[src/sv/stfd_pkg.sv]
package stfd_pkg;

   localparam int NUM_SLOTS           = 32;
   localparam int CONTACTS_PER_PACKET = 6;
   localparam int PACKET_LENGTH       = 67;
   localparam int HDR_LEN             = 6;
   localparam int TOUCH_BODY          = 61;
   localparam int MAX_RESULTS         = 64;
   localparam int SLOT_W              = 5;
   localparam int REC_BYTES           = 10;
   localparam int REC_BASE            = 5;
   localparam int COUNT_POS           = 65;

   localparam logic [1:0] EV_END  = 2'd0;
   localparam logic [1:0] EV_DOWN = 2'd1;
   localparam logic [1:0] EV_UP   = 2'd2;
   localparam logic [1:0] EV_MOVE = 2'd3;

   localparam logic [7:0] ST_TAP  = 8'h02;
   localparam logic [7:0] ST_DRAG = 8'h03;

   typedef enum logic [4:0] {
      PH_HEADER   = 5'b00001,
      PH_HUNT0    = 5'b00010,
      PH_HUNT1    = 5'b00100,
      PH_HUNTREST = 5'b01000,
      PH_BODY     = 5'b10000
   } phase_type;

   typedef enum logic [9:0] {
      S_IDLE   = 10'b0000000001,
      S_SETUP  = 10'b0000000010,
      S_LOAD   = 10'b0000000100,
      S_SHIFT  = 10'b0000001000,
      S_STORE  = 10'b0000010000,
      S_EVCHK  = 10'b0000100000,
      S_EVRD   = 10'b0001000000,
      S_EV     = 10'b0010000000,
      S_REL    = 10'b0100000000,
      S_END    = 10'b1000000000
   } state_type;

   function automatic logic [6:0] classify(input logic [7:0] d0, input logic [7:0] d1,
                                           input logic [7:0] d2, input logic [7:0] d3,
                                           input logic [7:0] d4, input logic [7:0] d5);
      logic [6:0] len;
      len = 7'd0;
      if (d0 == 8'h1f && d1 == 8'hf7) begin
         if (d2 == 8'h43 && d3 == 8'h00 && d4 == 8'h02) begin
            len = 7'(TOUCH_BODY);
         end else if (d2 == 8'hfc) begin
            if (d3 == 8'hfe && d4 == 8'h81 && d5 == 8'h02) begin
               len = 7'd4;
            end else if (d3 == 8'hb4) begin
               if ((d4 == 8'h81 || d4 == 8'h82) && d5 == 8'h02) begin
                  len = 7'd4;
               end else if (d4 == 8'h83 && d5 == 8'h0a) begin
                  len = 7'd8;
               end
            end
         end
      end
      return len;
   endfunction

endpackage

[src/sv/serial_touch_frame_decoder.sv]
// Decodes the byte stream of a serial touch panel. Each accepted item is one
// received byte, and req_ready is high while no touch packet is being
// reported. A byte that does not complete a valid touch packet is taken in the
// idle state. The last byte of a touch packet with a good checksum starts a
// report sequence on a single sequencer: each new contact record is gathered
// from the packet memory one byte at a time through a load and a shift state,
// each stored contact of a complete frame is evaluated through a read and an
// evaluate state, the release sweep, once the lifted count reaches the frame
// total, visits all 32 slots one per cycle while it can emit, and a final state
// emits the frame-end item. Waits on rsp_ready lengthen this.
module serial_touch_frame_decoder
   import stfd_pkg::*;
(
   input  logic        clock,
   input  logic        reset,
   input  logic        req_valid,
   output logic        req_ready,
   input  logic [7:0]  req_rx_byte,
   output logic        rsp_valid,
   input  logic        rsp_ready,
   output logic [1:0]  rsp_event_kind,
   output logic [4:0]  rsp_slot,
   output logic [15:0] rsp_pos_x,
   output logic [15:0] rsp_pos_y,
   output logic [15:0] rsp_contact_width,
   output logic [15:0] rsp_contact_height,
   output logic        rsp_touch_active,
   output logic        rsp_last_of_frame
);

   logic [7:0]  pkt_mem [PACKET_LENGTH];
   logic [79:0] contact_mem [NUM_SLOTS];

   phase_type   phase_ff, phase_in;
   state_type   state_ff, state_in;
   logic [6:0]  pos_ff, pos_in;
   logic [6:0]  exp_ff, exp_in;
   logic [7:0]  sum_ff, sum_in;
   logic [7:0]  hdr_ff [HDR_LEN];
   logic [7:0]  cnt_ff;
   logic [31:0] pressed_ff, pressed_in;
   logic [5:0]  total_ff, total_in;
   logic [5:0]  rc_ff, rc_in;
   logic [5:0]  uc_ff, uc_in;
   logic [2:0]  k_ff, k_in;
   logic [2:0]  ri_ff, ri_in;
   logic [3:0]  j_ff, j_in;
   logic [6:0]  addr_ff, addr_in;
   logic [79:0] rec_ff, rec_in;
   logic [5:0]  e_ff, e_in;
   logic [4:0]  s_ff, s_in;
   logic [6:0]  n_ff, n_in;
   logic        active_ff, active_in;
   logic [7:0]  pkt_rd_ff;
   logic [79:0] crd_ff;

   logic        wr_en;
   logic [6:0]  wr_addr;
   logic        cwr_en;
   logic        accept;
   logic        can_emit;
   logic        emit;
   logic [1:0]  emit_kind;
   logic [4:0]  emit_slot;
   logic [63:0] emit_geom;

   logic        rsp_valid_ff;
   logic [1:0]  rsp_kind_ff;
   logic [4:0]  rsp_slot_ff;
   logic [63:0] rsp_geom_ff;
   logic        rsp_active_ff;
   logic        rsp_last_ff;

   assign req_ready = (state_ff == S_IDLE);
   assign accept    = req_valid && req_ready;
   assign can_emit  = !rsp_valid_ff || rsp_ready;

   always_comb begin
      logic [6:0] p;
      logic [6:0] pn;
      logic [6:0] len;
      logic [5:0] tot;
      logic [5:0] rcn;
      logic [5:0] diff;
      logic [7:0] id;
      logic [7:0] st;
      phase_in   = phase_ff;
      state_in   = state_ff;
      pos_in     = pos_ff;
      exp_in     = exp_ff;
      sum_in     = sum_ff;
      pressed_in = pressed_ff;
      total_in   = total_ff;
      rc_in      = rc_ff;
      uc_in      = uc_ff;
      k_in       = k_ff;
      ri_in      = ri_ff;
      j_in       = j_ff;
      addr_in    = addr_ff;
      rec_in     = rec_ff;
      e_in       = e_ff;
      s_in       = s_ff;
      n_in       = n_ff;
      active_in  = active_ff;
      wr_en      = 1'b0;
      wr_addr    = pos_ff;
      cwr_en     = 1'b0;
      emit       = 1'b0;
      emit_kind  = EV_END;
      emit_slot  = '0;
      emit_geom  = '0;
      p          = '0;
      pn         = '0;
      len        = '0;
      tot        = '0;
      rcn        = '0;
      diff       = '0;
      id         = crd_ff[15:8];
      st         = crd_ff[7:0];
      case (state_ff)
         S_IDLE: begin
            if (accept) begin
               case (phase_ff)
                  PH_HUNT0: begin
                     wr_en   = 1'b1;
                     wr_addr = 7'd0;
                     sum_in  = req_rx_byte;
                     if (req_rx_byte == 8'h1f) phase_in = PH_HUNT1;
                  end
                  PH_HUNT1: begin
                     wr_en   = 1'b1;
                     wr_addr = 7'd1;
                     sum_in  = sum_ff + req_rx_byte;
                     if (req_rx_byte == 8'hf7) begin
                        phase_in = PH_HUNTREST;
                        pos_in   = 7'd2;
                     end else begin
                        phase_in = PH_HUNT0;
                     end
                  end
                  PH_HUNTREST: begin
                     p       = (pos_ff < 7'd2 || pos_ff > 7'd5) ? 7'd2 : pos_ff;
                     wr_en   = 1'b1;
                     wr_addr = p;
                     sum_in  = sum_ff + req_rx_byte;
                     pn      = p + 7'd1;
                     pos_in  = pn;
                     if (pn == 7'(HDR_LEN)) begin
                        if (hdr_ff[2] == 8'h43 && hdr_ff[3] == 8'h00 && hdr_ff[4] == 8'h02)
                        begin
                           exp_in   = 7'(TOUCH_BODY);
                           phase_in = PH_BODY;
                        end else begin
                           phase_in = PH_HUNT0;
                           pos_in   = 7'd0;
                        end
                     end
                  end
                  PH_BODY: begin
                     if (pos_ff < 7'(HDR_LEN) || pos_ff >= 7'(PACKET_LENGTH)) begin
                        phase_in = PH_HEADER;
                        pos_in   = 7'd0;
                     end else begin
                        wr_en   = 1'b1;
                        wr_addr = pos_ff;
                        if (pos_ff < 7'(PACKET_LENGTH - 1)) sum_in = sum_ff + req_rx_byte;
                        pn      = pos_ff + 7'd1;
                        pos_in  = pn;
                        if (pn >= 7'(HDR_LEN) + exp_ff) begin
                           pos_in   = 7'd0;
                           phase_in = PH_HEADER;
                           if (exp_ff == 7'(TOUCH_BODY)) begin
                              if (sum_ff != req_rx_byte) begin
                                 phase_in = PH_HUNT0;
                              end else begin
                                 state_in = S_SETUP;
                              end
                           end
                        end
                     end
                  end
                  default: begin
                     p       = (pos_ff > 7'd5) ? 7'd0 : pos_ff;
                     wr_en   = 1'b1;
                     wr_addr = p;
                     sum_in  = (p == 7'd0) ? req_rx_byte : sum_ff + req_rx_byte;
                     pn      = p + 7'd1;
                     pos_in  = pn;
                     if (pn == 7'(HDR_LEN)) begin
                        len = classify(hdr_ff[0], hdr_ff[1], hdr_ff[2], hdr_ff[3],
                                       hdr_ff[4], req_rx_byte);
                        if (len == 7'd0) begin
                           phase_in = PH_HUNT0;
                           pos_in   = 7'd0;
                        end else begin
                           exp_in   = len;
                           phase_in = PH_BODY;
                        end
                     end
                  end
               endcase
            end
         end
         S_SETUP: begin
            tot = total_ff;
            rcn = rc_ff;
            if (cnt_ff != 8'd0) begin
               tot   = (cnt_ff > 8'(NUM_SLOTS)) ? 6'(NUM_SLOTS) : cnt_ff[5:0];
               rcn   = 6'd0;
               uc_in = 6'd0;
            end
            total_in = tot;
            rc_in    = rcn;
            diff     = tot - rcn;
            k_in     = (diff > 6'(CONTACTS_PER_PACKET)) ? 3'(CONTACTS_PER_PACKET) : diff[2:0];
            ri_in    = 3'd0;
            j_in     = 4'd0;
            addr_in  = 7'(REC_BASE);
            n_in     = 7'd0;
            if (diff != 6'd0 && rcn < 6'(NUM_SLOTS)) begin
               state_in = S_LOAD;
            end else begin
               state_in = S_EVCHK;
            end
         end
         S_LOAD: begin
            state_in = S_SHIFT;
         end
         S_SHIFT: begin
            rec_in  = {pkt_rd_ff, rec_ff[79:8]};
            addr_in = addr_ff + 7'd1;
            j_in    = j_ff + 4'd1;
            if (j_ff == 4'(REC_BYTES - 1)) begin
               state_in = S_STORE;
            end else begin
               state_in = S_LOAD;
            end
         end
         S_STORE: begin
            cwr_en = 1'b1;
            rc_in  = rc_ff + 6'd1;
            ri_in  = ri_ff + 3'd1;
            j_in   = 4'd0;
            if (ri_ff + 3'd1 < k_ff && rc_ff + 6'd1 < 6'(NUM_SLOTS)) begin
               state_in = S_LOAD;
            end else begin
               state_in = S_EVCHK;
            end
         end
         S_EVCHK: begin
            e_in = 6'd0;
            s_in = 5'd0;
            if (rc_ff >= total_ff && total_ff != 6'd0) begin
               state_in = S_EVRD;
            end else begin
               active_in = (uc_ff < total_ff);
               state_in  = (uc_ff >= total_ff) ? S_REL : S_END;
            end
         end
         S_EVRD: begin
            state_in = S_EV;
         end
         S_EV: begin
            if (id < 8'(NUM_SLOTS) && (st == ST_TAP || st == ST_DRAG)) begin
               if (can_emit) begin
                  emit      = 1'b1;
                  emit_slot = id[SLOT_W-1:0];
                  n_in      = n_ff + 7'd1;
                  if (st == ST_TAP && pressed_ff[id[SLOT_W-1:0]]) begin
                     emit_kind                  = EV_UP;
                     pressed_in[id[SLOT_W-1:0]] = 1'b0;
                     if (uc_ff < 6'd63) uc_in = uc_ff + 6'd1;
                  end else begin
                     emit_kind                  = (st == ST_TAP) ? EV_DOWN : EV_MOVE;
                     emit_geom                  = crd_ff[79:16];
                     pressed_in[id[SLOT_W-1:0]] = 1'b1;
                  end
               end
            end
            if (!emit && (id < 8'(NUM_SLOTS) && (st == ST_TAP || st == ST_DRAG))) begin
               state_in = S_EV;
            end else begin
               e_in = e_ff + 6'd1;
               if (e_ff + 6'd1 < total_ff) begin
                  state_in = S_EVRD;
               end else begin
                  active_in = (uc_in < total_ff);
                  state_in  = (uc_in >= total_ff) ? S_REL : S_END;
               end
            end
         end
         S_REL: begin
            if (pressed_ff[s_ff] && n_ff < 7'(MAX_RESULTS - 1) && !can_emit) begin
               state_in = S_REL;
            end else begin
               if (pressed_ff[s_ff]) begin
                  pressed_in[s_ff] = 1'b0;
                  if (n_ff < 7'(MAX_RESULTS - 1)) begin
                     emit      = 1'b1;
                     emit_kind = EV_UP;
                     emit_slot = s_ff;
                     n_in      = n_ff + 7'd1;
                  end
               end
               s_in     = s_ff + 5'd1;
               state_in = (s_ff == 5'(NUM_SLOTS - 1)) ? S_END : S_REL;
            end
         end
         S_END: begin
            if (can_emit) begin
               emit      = 1'b1;
               emit_kind = EV_END;
               state_in  = S_IDLE;
            end
         end
         default: begin
            state_in = S_IDLE;
         end
      endcase
   end

   always_ff @(posedge clock) begin
      if (wr_en) pkt_mem[wr_addr] <= req_rx_byte;
      pkt_rd_ff <= pkt_mem[addr_ff];
      if (cwr_en) contact_mem[rc_ff[SLOT_W-1:0]] <= rec_ff;
      crd_ff <= contact_mem[e_ff[SLOT_W-1:0]];
      if (wr_en && wr_addr < 7'(HDR_LEN)) hdr_ff[wr_addr[2:0]] <= req_rx_byte;
      if (wr_en && wr_addr == 7'(COUNT_POS)) cnt_ff <= req_rx_byte;
      k_ff      <= k_in;
      ri_ff     <= ri_in;
      j_ff      <= j_in;
      addr_ff   <= addr_in;
      rec_ff    <= rec_in;
      e_ff      <= e_in;
      s_ff      <= s_in;
      n_ff      <= n_in;
      active_ff <= active_in;
      if (emit) begin
         rsp_kind_ff   <= emit_kind;
         rsp_slot_ff   <= emit_slot;
         rsp_geom_ff   <= emit_geom;
         rsp_active_ff <= (emit_kind == EV_END) ? active_ff : 1'b0;
         rsp_last_ff   <= (emit_kind == EV_END);
      end
   end

   always_ff @(posedge clock) begin
      if (reset) begin
         phase_ff     <= PH_HEADER;
         state_ff     <= S_IDLE;
         pos_ff       <= '0;
         exp_ff       <= '0;
         sum_ff       <= '0;
         pressed_ff   <= '0;
         total_ff     <= '0;
         rc_ff        <= '0;
         uc_ff        <= '0;
         rsp_valid_ff <= 1'b0;
      end else begin
         phase_ff   <= phase_in;
         state_ff   <= state_in;
         pos_ff     <= pos_in;
         exp_ff     <= exp_in;
         sum_ff     <= sum_in;
         pressed_ff <= pressed_in;
         total_ff   <= total_in;
         rc_ff      <= rc_in;
         uc_ff      <= uc_in;
         if (emit) begin
            rsp_valid_ff <= 1'b1;
         end else if (rsp_ready) begin
            rsp_valid_ff <= 1'b0;
         end
      end
   end

   assign rsp_valid          = rsp_valid_ff;
   assign rsp_event_kind     = rsp_kind_ff;
   assign rsp_slot           = rsp_slot_ff;
   assign rsp_pos_x          = rsp_geom_ff[15:0];
   assign rsp_pos_y          = rsp_geom_ff[31:16];
   assign rsp_contact_width  = rsp_geom_ff[47:32];
   assign rsp_contact_height = rsp_geom_ff[63:48];
   assign rsp_touch_active   = rsp_active_ff;
   assign rsp_last_of_frame  = rsp_last_ff;

   a_last_is_end: assert property (@(posedge clock) disable iff (reset)
      rsp_valid && rsp_last_of_frame |-> rsp_event_kind == EV_END && rsp_slot == 5'd0)
      else $error("frame-end item carries a contact");

   a_up_no_geom: assert property (@(posedge clock) disable iff (reset)
      rsp_valid && rsp_event_kind == EV_UP |-> rsp_pos_x == 16'd0 && rsp_pos_y == 16'd0)
      else $error("up item carries coordinates");

   a_store_in_range: assert property (@(posedge clock) disable iff (reset)
      state_ff == S_STORE |-> rc_ff < 6'(NUM_SLOTS))
      else $error("contact store written past its depth");

   a_eval_in_frame: assert property (@(posedge clock) disable iff (reset)
      state_ff == S_EV |-> e_ff < total_ff && total_ff <= rc_ff)
      else $error("evaluated contact outside the frame");

endmodule

[config.mk]
export PLATFORM = sky130hd
export DESIGN_NAME = serial_touch_frame_decoder
export DESIGN_NICKNAME = d
export VERILOG_FILES = /design/src/sv/stfd_pkg.sv /design/src/sv/serial_touch_frame_decoder.sv
export SDC_FILE = /design/constraint.sdc
export NUM_CORES = 2
export LEC_CHECK = 0
export BUFFER_PORTS_ARGS = -buffer_cell sky130_fd_sc_hd__clkbuf_2
export CAP_MARGIN = 5
export CORE_MARGIN = 4
export CORE_UTILIZATION = 26
export CTS_CLUSTER_DIAMETER = 100
export DETAILED_ROUTE_END_ITERATION = 6
export HOLD_SLACK_MARGIN = 0.06
export PLACE_DENSITY = 0.4
export SLEW_MARGIN = 20
export SYNTH_ARGS = -nofsm -noshare
export SYNTH_HDL_FRONTEND = slang
export SYNTH_SLANG_ARGS = --single-unit
export TNS_END_PERCENT = 10
[constraint.sdc]
create_clock -name clock -period 6.4 [get_ports clock]
set_clock_uncertainty 0.15 [all_clocks]
set_input_delay 0.32 -clock clock [delete_from_list [all_inputs] [get_ports clock]]
set_output_delay 0.32 -clock clock [all_outputs]
set_load 0.02 [all_outputs]
==> out/results.txt <==
Clock buffer depth - 4
GRT Util Overall - 14.6%
CP startpoint - crd_ff[8]$_DFF_P_
WP data arrival - 5.30 ns
Crit Reg-Reg Startpoint - crd_ff[8]$_DFF_P_
Setup bufs post-CTS - 0
Placed Cells - 13605
Clk_lat worst skew - 1.01 ns
Total Neg Setup Slack - 0 ns
Die area - 534000 sq um
Flop-to-flop setup slack - 1.73 ns
Max_cap viols - 0
CTS clock-pin slew for the worst setup and hold paths - 0.06 ns
Pin count of the biggest net entering global routing - 132
Post-DP HPWL - 218 mm
Num CTS Buffers - 394
Vias per std cell - 4.72
Primary FF master, synth - edfxtp_1
Startpoint Class - flop
Leak pwr - 0.0491 uW
Most frequent cells in the layout - edfxtp_1, mux4_2, clkbuf_16, mux2i_1, buf_4
Syn_nets - 6745
Initial DRC Count - 5547
Fmax - 214 MHz
Post-synthesis simple-gate area fraction - 3.11%
Final Hold Viols - 0
Largest family of logic cells by synthesized area - multiplexers
Initial Util - 26.1%
Adder-cell share of the synthesized area - 0.655%
Core area - 521000 sq um
Final Instance Count excl. Fillers - 14380
Ys async rst share - 0%
Vias in the first global route - 71167
IO Port Bufs - 86
Post-Syn Instances - 6663
XOR/XNOR Fraction of Synth Area - 0.290%
Yosys top cell area share - 73.6%
Global-route wire length before repair - 562 mm
Pwr dens - 298 nW/um^2
Final period util - 73.0%
Compound-gate portion of the synthesized area - 3.53%
Area Growth Syn to Fin - 17.9%
Placer Congestion - 0.773
Reg2Reg Depth - 15
Final wirelength - 398 mm
Sink Count - 3505
Routed length per instance - 27.7 um
Cell accounting for the most synthesized area - edfxtp_1
Filler Cells Inserted - 50256
DRC - 0
Drt pass-1 iters - 6
Worst setup endpoint - state_ff[8]$_SDFFE_PP0P_
RSZ-0062 raised after global routing - false
Initial antenna violation count - 16
Post-synthesis mux area share - 14.9%
Number of synthesized flops with an enable pin - 3333
Netlist cell types - 79
Root Buffer - clkbuf_16
Max H-tree Level - 5
Slew Viols, Final - 0
Slew HR - 24.7%
Layout cells sized above 1 - 25.4%
Num rows - 265
Setup WS pre-CTS - 1.83 ns
Crit path max fanout - 22
Req. time, crit path - 7.03 ns
Crit path capture type - flop
Status - finished clean
Final setup margin - 1.73 ns
Num ports - 87
Final worst path period need - 4.67 ns
Reg-to-reg endpoint - state_ff[8]$_SDFFE_PP0P_
Worst Max-Slew Pin Slew - 1.12 ns
Die Width - 731 um
Post-Syn Area per Cell - 20.4 sq um
Synth Cell Area - 136000 sq um
Setup Viol. Count Final - 0
Die Span Y - 731 um
Vias - 67808
Grt ovf - 0
Final net count - 7184
Largest cells by area after synthesis - edfxtp_1, mux4_2, dfxtp_1, mux2i_1, a21oi_1
HP Class - flop to flop
Register area share after synthesis - 76.2%
DRT antenna net count - 0
Total number of yosys warnings - 0
Crit path kind - flop to flop
CTS tree - yes
Worst vdd ir - 248 uV
Commonest non-fill, non-tap cell in the layout - edfxtp_1
Flop and latch count out of synthesis - 3505
[layout make-up]
| cell class | instances | area, sq um | area share (%) |
|---|---|---|---|
| diodes | 4 | 10.0 | 0.00625 |
| clock buffers | 525 | 10900 | 6.80 |
| clock inverters | 203 | 2010 | 1.25 |
| inverters | 54 | 218 | 0.136 |
| multi-input cells | 2729 | 31000 | 19.3 |
| flip-flops and latches | 3505 | 104000 | 64.6 |
| well taps | 6942 | 8690 | 5.42 |
| repair buffers | 418 | 3930 | 2.45 |
[cell usage after synthesis (6+ instances only)]
cell,instances
o211ai_1,9
o22ai_1,101
mux2_2,45
nand3b_1,14
buf_1,56
xnor2_1,24
a21boi_0,32
buf_4,11
mux2i_1,252
or3_1,25
mux4_2,765
nand4b_1,10
a22o_1,6
nor4_1,66
clkbuf_1,211
and3_1,24
nor2b_1,19
o21ai_0,117
a22oi_1,7
a21oi_1,185
or2_2,9
o31ai_1,33
nand2_1,197
nor3_1,44
nand2b_1,23
inv_1,53
ha_1,68
xor2_1,21
a31oi_1,16
a211oi_1,88
nor2_1,184
nand4_1,16
nand3_1,43
o221ai_1,80
edfxtp_1,3333
a221oi_1,14
a21o_1,11
nor3b_1,11
buf_2,91
dfxtp_1,172
and2_1,97
[state kept, by name, summed over array words and instances, names as in the netlist, 4 cells and up, named ones only]
name         count
hdr_ff          40
cnt_ff           8
e_ff             6
contact_mem   2560
pkt_mem        536
pkt_rd_ff        8
rec_ff          80
rsp_slot         5
pos_ff           7
phase_ff         5
sum_ff           8
s_ff             5
rc_ff            6
crd_ff          80
addr_ff          7
state_ff        10
uc_ff            6
j_ff             4
total_ff         6
rsp_geom_ff     64
n_ff             7
[kinds of logic (layout without fill, tap and decap cells)]
family | Yosys count | count (layout)
simple gates | 814 | 814
xor+xnor | 45 | 45
other cells | 0 | 4
mux | 1062 | 1062
fa+ha+maj | 70 | 70
flops | 3505 | 3505
buf+inv | 429 | 1200
compound gates | 738 | 738
[metrics by stage]
stage          cell area, sq um  power [uW]  hold WS (ns)  utilization (%)
2_1_floorplan            136000       25400         0.236                -
3_3_place_gp             147000       25600         0.240             28.1
3_5_place_dp             147000       25600         0.243             28.2
4_1_cts                  160000       48400         0.201             30.7
5_1_grt                  160000       49400         0.230             30.8
6_report                 160000       47700         0.257             30.8
[critical path, cell delays in order (launching register included)]
cell and delay, ns:
dfxtp_1 1.01, mux2i_1 0.19, o21ai_0 0.31, a32oi_1 0.16, o2111ai_1 0.20, and2_1 0.45
nand2_1 0.19, nor3b_1 0.27, mux2_2 0.37, ha_1 0.28, nor2b_1 0.14, o21ai_0 0.18
nand2_1 0.11, nor2_1 0.19, o221a_2 0.22, nor2_1 0.04
[metal layers]
| metal | vias to the layer above | track usage, % | share of wire (%) |
|---|---|---|---|
| met4 | 0 | 3.36 | 2.2 |
| met2 | 1457 | 24.8 | 49 |
| met5 | - | 0 | 0 |
| met1 | 37135 | 20.0 | 45 |
| li1 | 28670 | - | - |
| met3 | 546 | 1.75 | 3.9 |
[worst min-delay path by stage]
stage                              start                  endpoint  cells past startpoint
detailed placement  pkt_rd_ff[2]$_DFF_P_      rec_ff[74]$_DFFE_PP_                      0
global placement    pkt_rd_ff[3]$_DFF_P_      rec_ff[75]$_DFFE_PP_                      0
floorplan           pkt_rd_ff[0]$_DFF_P_      rec_ff[72]$_DFFE_PP_                      0
finish              pkt_rd_ff[3]$_DFF_P_      rec_ff[75]$_DFFE_PP_                      0
CTS                       req_rx_byte[5]  pkt_mem[34][5]$_DFFE_PP_                      2
global route              req_rx_byte[5]  pkt_mem[34][5]$_DFFE_PP_                      2
[timing repair]
| item | CTS | global route |
|---|---|---|
| hold buffers | 12 | 0 |
| hold endpoints to repair | 329 | 0 |
| resized for setup | 0 | 0 |
[report_power, final]
group	switching, uW	internal, uW
clock	9390	13200
sequential	17.5	24800
combinational	209	71.7
No activity file was read; power rests on OpenSTA's default activity.
